===== config.mk =====
export PLATFORM = sky130hd
export DESIGN_NAME = dce_mac
export DESIGN_NICKNAME = d
export VERILOG_FILES = /design/src/sv/dirichlet_convolution_engine_core_macros.svh /design/src/sv/dce_pkg.sv /design/src/sv/dce_mac.sv
export SDC_FILE = /design/constraint.sdc
export NUM_CORES = 1
export LEC_CHECK = 0
export BUFFER_PORTS_ARGS = -buffer_cell sky130_fd_sc_hd__buf_2
export CORE_ASPECT_RATIO = 1.1
export CORE_MARGIN = 2
export CORE_UTILIZATION = 51
export CTS_CLUSTER_DIAMETER = 60
export DETAILED_ROUTE_END_ITERATION = 7
export PLACE_DENSITY = 0.66
export SETUP_SLACK_MARGIN = 0.5
export SYNTH_ARGS = -nofsm -noshare
export SYNTH_HDL_FRONTEND = slang
export SYNTH_SLANG_ARGS = --single-unit

===== constraint.sdc =====
create_clock -name clock -period 9.05 [get_ports clock]
set_input_delay 0.4525 -clock clock [delete_from_list [all_inputs] [get_ports clock]]
set_output_delay 0.4525 -clock clock [all_outputs]
set_load 0.01 [all_outputs]

===== src/sv/dirichlet_convolution_engine_core_macros.svh =====
// assertion macros for the dirichlet convolution engine core
// no dependencies; included by the top level
`ifndef DIRICHLET_CONVOLUTION_ENGINE_CORE_MACROS_SVH
`define DIRICHLET_CONVOLUTION_ENGINE_CORE_MACROS_SVH

// same-cycle implication, disabled during reset
`define DCE_ASSERT_NOW(label, clk, rst, ante, cons) \
   label: assert property (@(posedge clk) disable iff (rst) (ante) |-> (cons)) \
      else $error("dce check failed");

// next-cycle implication, disabled during reset
`define DCE_ASSERT_NEXT(label, clk, rst, ante, cons) \
   label: assert property (@(posedge clk) disable iff (rst) (ante) |=> (cons)) \
      else $error("dce check failed");

`endif


===== src/sv/dce_pkg.sv =====
// shared types for the dirichlet convolution engine
// no dependencies; used by dce_mac and the top level
`default_nettype none

package dce_pkg;

   localparam int DataWidth = 32;

   typedef struct packed {
      logic signed [DataWidth-1:0] f_value;
      logic signed [DataWidth-1:0] g_value;
      logic                        last_pair;
   } req_word_type;

   typedef struct packed {
      logic signed [DataWidth-1:0] h_value;
      logic                        last_result;
   } rsp_word_type;

   typedef struct packed {
      logic load_first;   // capture f[i]*g[j]
      logic load_second;  // capture f[j]*g[i]
      logic first_pass;   // i == 1: entry not yet accumulated
      logic single_term;  // i == j: only one product
   } mac_ctrl_type;

endpackage

`default_nettype wire


===== src/sv/dce_mac.sv =====
// shared multiplier and accumulate adder for the convolution terms
// depends on dce_pkg
`default_nettype none

module dce_mac (
   input  wire logic                             clock,
   input  wire dce_pkg::mac_ctrl_type            ctrl,
   input  wire logic [dce_pkg::DataWidth-1:0]    f_rd,
   input  wire logic [dce_pkg::DataWidth-1:0]    g_rd,
   input  wire logic [dce_pkg::DataWidth-1:0]    h_rd,
   output logic      [dce_pkg::DataWidth-1:0]    acc_sum
);

   logic [dce_pkg::DataWidth-1:0] prod;
   logic [dce_pkg::DataWidth-1:0] p1_ff;
   logic [dce_pkg::DataWidth-1:0] p2_ff;
   logic [dce_pkg::DataWidth-1:0] base;
   logic [dce_pkg::DataWidth-1:0] second;

   // low word only, arithmetic wraps
   assign prod = dce_pkg::DataWidth'(f_rd * g_rd);

   always_ff @(posedge clock) begin
      if (ctrl.load_first) begin
         p1_ff <= prod;
      end
      if (ctrl.load_second) begin
         p2_ff <= prod;
      end
   end

   always_comb begin
      base    = ctrl.first_pass  ? '0 : h_rd;
      second  = ctrl.single_term ? '0 : p2_ff;
      acc_sum = base + p1_ff + second;
   end

endmodule

`default_nettype wire


==> impl_metrics.toml <==
[drt]
detail_route.wirelength_um = 49900
route.antenna.remaining_nets = 0
drt_wl_cell_um = 18.5
route.detailed.vias_per_inst = 5.30
drt_pass1_iterations = 6
drt_drc_violations_left = 0
dr.first_iter.drc_count = 614
overall_via_count_from_detail_route = 14328

[clocking]
holdBufCountCts = 0
tritoncts.num_buffers = 9
cts.repair.resized = 0
cts_num_sinks = 64
ctsHtreeMaxLevel = 3
clk_root_buffer_cell = "clkbuf_16"
cts_setup_buffers = 0
cts.reportedPaths.clkPinSlew_ps = 50
cts_tree = "done"
clock_tree.buffer_depth = 2

[timing]
min_period_ps = 7340
fin_tns_setup_ps = 0
max_clock_freq_mhz = 136
finalCritPeriodShare_pct = 81.1
timing_hold_violations_final = 0
finalMaxSlewViolations = 0
setup_repair_after_global_routing_missed_its_margin = "false"
final.setup.worst_slack_ps = 1710
worst_pin_slew_ps = 772
fin_worst_hold_slack_ps = 735
setup_viol_count_final = 0
relSlewSlack_pct = 48.6

[floorplanning]
core-area_um2 = 39200
die_height_um = 213
ioPinCount = 133
std_cell_rows = 76
die_w_um = 194
die-area_um2 = 41300
initial_utilization_pct = 51.6

[synth]
synth_cells = 2141
netlist_area_um2 = 20200
synth.yosys.seq_area_share_pct = 9.50
share_of_flip_flops_with_an_asynchronous_set_or_reset_pct = 0
synth_edf_count = 64
synth_area_per_cell_um2 = 9.44
postSynthNetCount = 2835
postSynthRegisterBits = 64
synth.top_cell.area_share_pct = 43.6
synth.area.top_cells = "fa_1 44%, edfxtp_1 9.5%, ha_1 9.5%"
yosysTopAreaCell = "fa_1"
synthesis.yosys.warnings = 0
count_of_different_cell_masters_after_synthesis = 57
synth_top_flop_cell = "edfxtp_1"

[worst_setup_path]
worst_ep_arrival_time_ps = 7400
timing.setup.critical_path_class = "in2reg"
worst-endpoint-required_ps = 9110
critical_path.endpoint_type = "flip-flop"
cpMostUsedCell = "fa_1"
worstPathMaxFanout = 26
timing.critical_path.cells = "buf_2, and2_1, fa_1, fa_1, fa_1, inv_1, fa_1, inv_1, fa_1, inv_1, fa_1, inv_1, fa_1, fa_1, ha_1, and2_1, or2_2, a22oi_1, o21ai_0, o21a_1, o31a_1, o2111a_1, a211o_1"
critPathLaunchType = "input port"
max_stage_delay_ps = 530
critPathSlowestCell = "fa_1"

[grt]
grt_pass1_vias = 15851
global_route.usage.total_pct = 25.0
antenna_found_initial = 0
global_route_wire_length_before_repair_um = 81200
gr-total-overflow = 0
grt_start_max_net_pins = 33

[placed_design]
port_buffers = 132
gpl.final_weighted_congestion = 0.897
pre_cts_slack_ps = 1380
hpwl_um = 41400

[hold_path]
worst_hold_path_type = "in2reg"

[outcome]
status = "complete, no violations"

[layout]
antenna-diode-count = 0
area_growth_pct = 6.21
nNetsFinal = 2884
drive_above_1_share_pct = 7.15

[job]
max_cap_viol_count = 0
==> worst max-delay path: cells and delay by family <==
kind / cells / cell delay (ps)
buffers and inverters: 5 / 650
AO/OA/AOI/OAI: 6 / 1310
AND/OR/NAND/NOR: 3 / 710
adder cells (fa/ha/maj): 9 / 4270
==> cells by family (layout without fill, tap and decap cells) <==
| logic type | after synthesis | count (layout) | share of synthesized area [%] |
|---|---|---|---|
| simple gates | 726 | 726 | 18.6 |
| fa+ha+maj | 593 | 593 | 53.0 |
| buf+inv | 505 | 559 | 9.37 |
| compound gates | 143 | 143 | 4.77 |
| xor+xnor | 109 | 109 | 4.72 |
| flops | 64 | 64 | 9.50 |
| mux | 1 | 1 | 0.0495 |
==> cell usage after synthesis (all sizes together), types with 3 or more instances <==
library cell / count
clkbuf: 94
a21o: 15
nand2b: 6
and2: 291
nor4: 3
nor3: 14
or2: 3
a21oi: 40
o21ai: 28
xor2: 26
nand4: 3
o21a: 8
o21bai: 5
and3: 5
o211ai: 6
a211oi: 5
edfxtp: 64
a211o: 4
o31ai: 4
nand2: 270
ha: 153
or4: 4
nor2: 37
nor2b: 67
fa: 440
inv: 411
nand3: 17
xnor2: 83
a31oi: 5
o31a: 3
==> flip-flops by register name (all words and copies together), names as in the netlist <==
signal / cells
p1_ff: 32
p2_ff: 32
==> cell usage in the layout (no fill, tap or decap), types with 26 or more instances in the layout <==
| cell | Yosys | final |
|---|---|---|
| nor2b_1 | 67 | 67 |
| o21ai_0 | 28 | 28 |
| a21oi_1 | 39 | 39 |
| nand2_1 | 270 | 270 |
| edfxtp_1 | 64 | 64 |
| and2_1 | 290 | 290 |
| xor2_1 | 26 | 26 |
| xnor2_1 | 83 | 83 |
| inv_1 | 411 | 411 |
| ha_1 | 153 | 153 |
| nor2_1 | 37 | 37 |
| buf_2 | 0 | 132 |
| fa_1 | 440 | 440 |
==> through the flow <==
step	util [%]	instances	cell area [um2]
after detailed placement	54.0	2686	21200
after global routing	54.8	2702	21500
after CTS	54.8	2702	21500
final	54.8	2702	21500
after global placement	54.0	2686	21200
after floorplan	-	2141	20200
==> final timing paths <==
path | start | depth (start not counted) | slack, ps | end
min | ctrl[3] | 1 | 740 | p1_ff[27]
max | g_rd[6] | 23 | 1710 | p2_ff[25]
==> final cells by class <==
cell class | instances | area [um2]
Fill cell | 3608 | 17700
Multi-Input combinational cell | 1572 | 16400
Sequential cell | 64 | 1920
Inverter | 411 | 1540
Timing Repair Buffer | 132 | 661
Tap cell | 507 | 634
Clock buffer | 10 | 229
Clock inverter | 6 | 83.8
==> layer usage <==
metal | share of wire, % | GRT usage [%] | vias up
met4 | 4.6 | 11.1 | 0
met5 | 0 | 0 | -
met1 | 40 | 30.5 | 7234
met3 | 4.1 | 1.80 | 123
met2 | 51 | 45.6 | 429
li1 | - | - | 6542
Power is left out: the tool's default activity adds up to more than one toggle a clock period on the data nets, which glitch-free logic cannot reach.
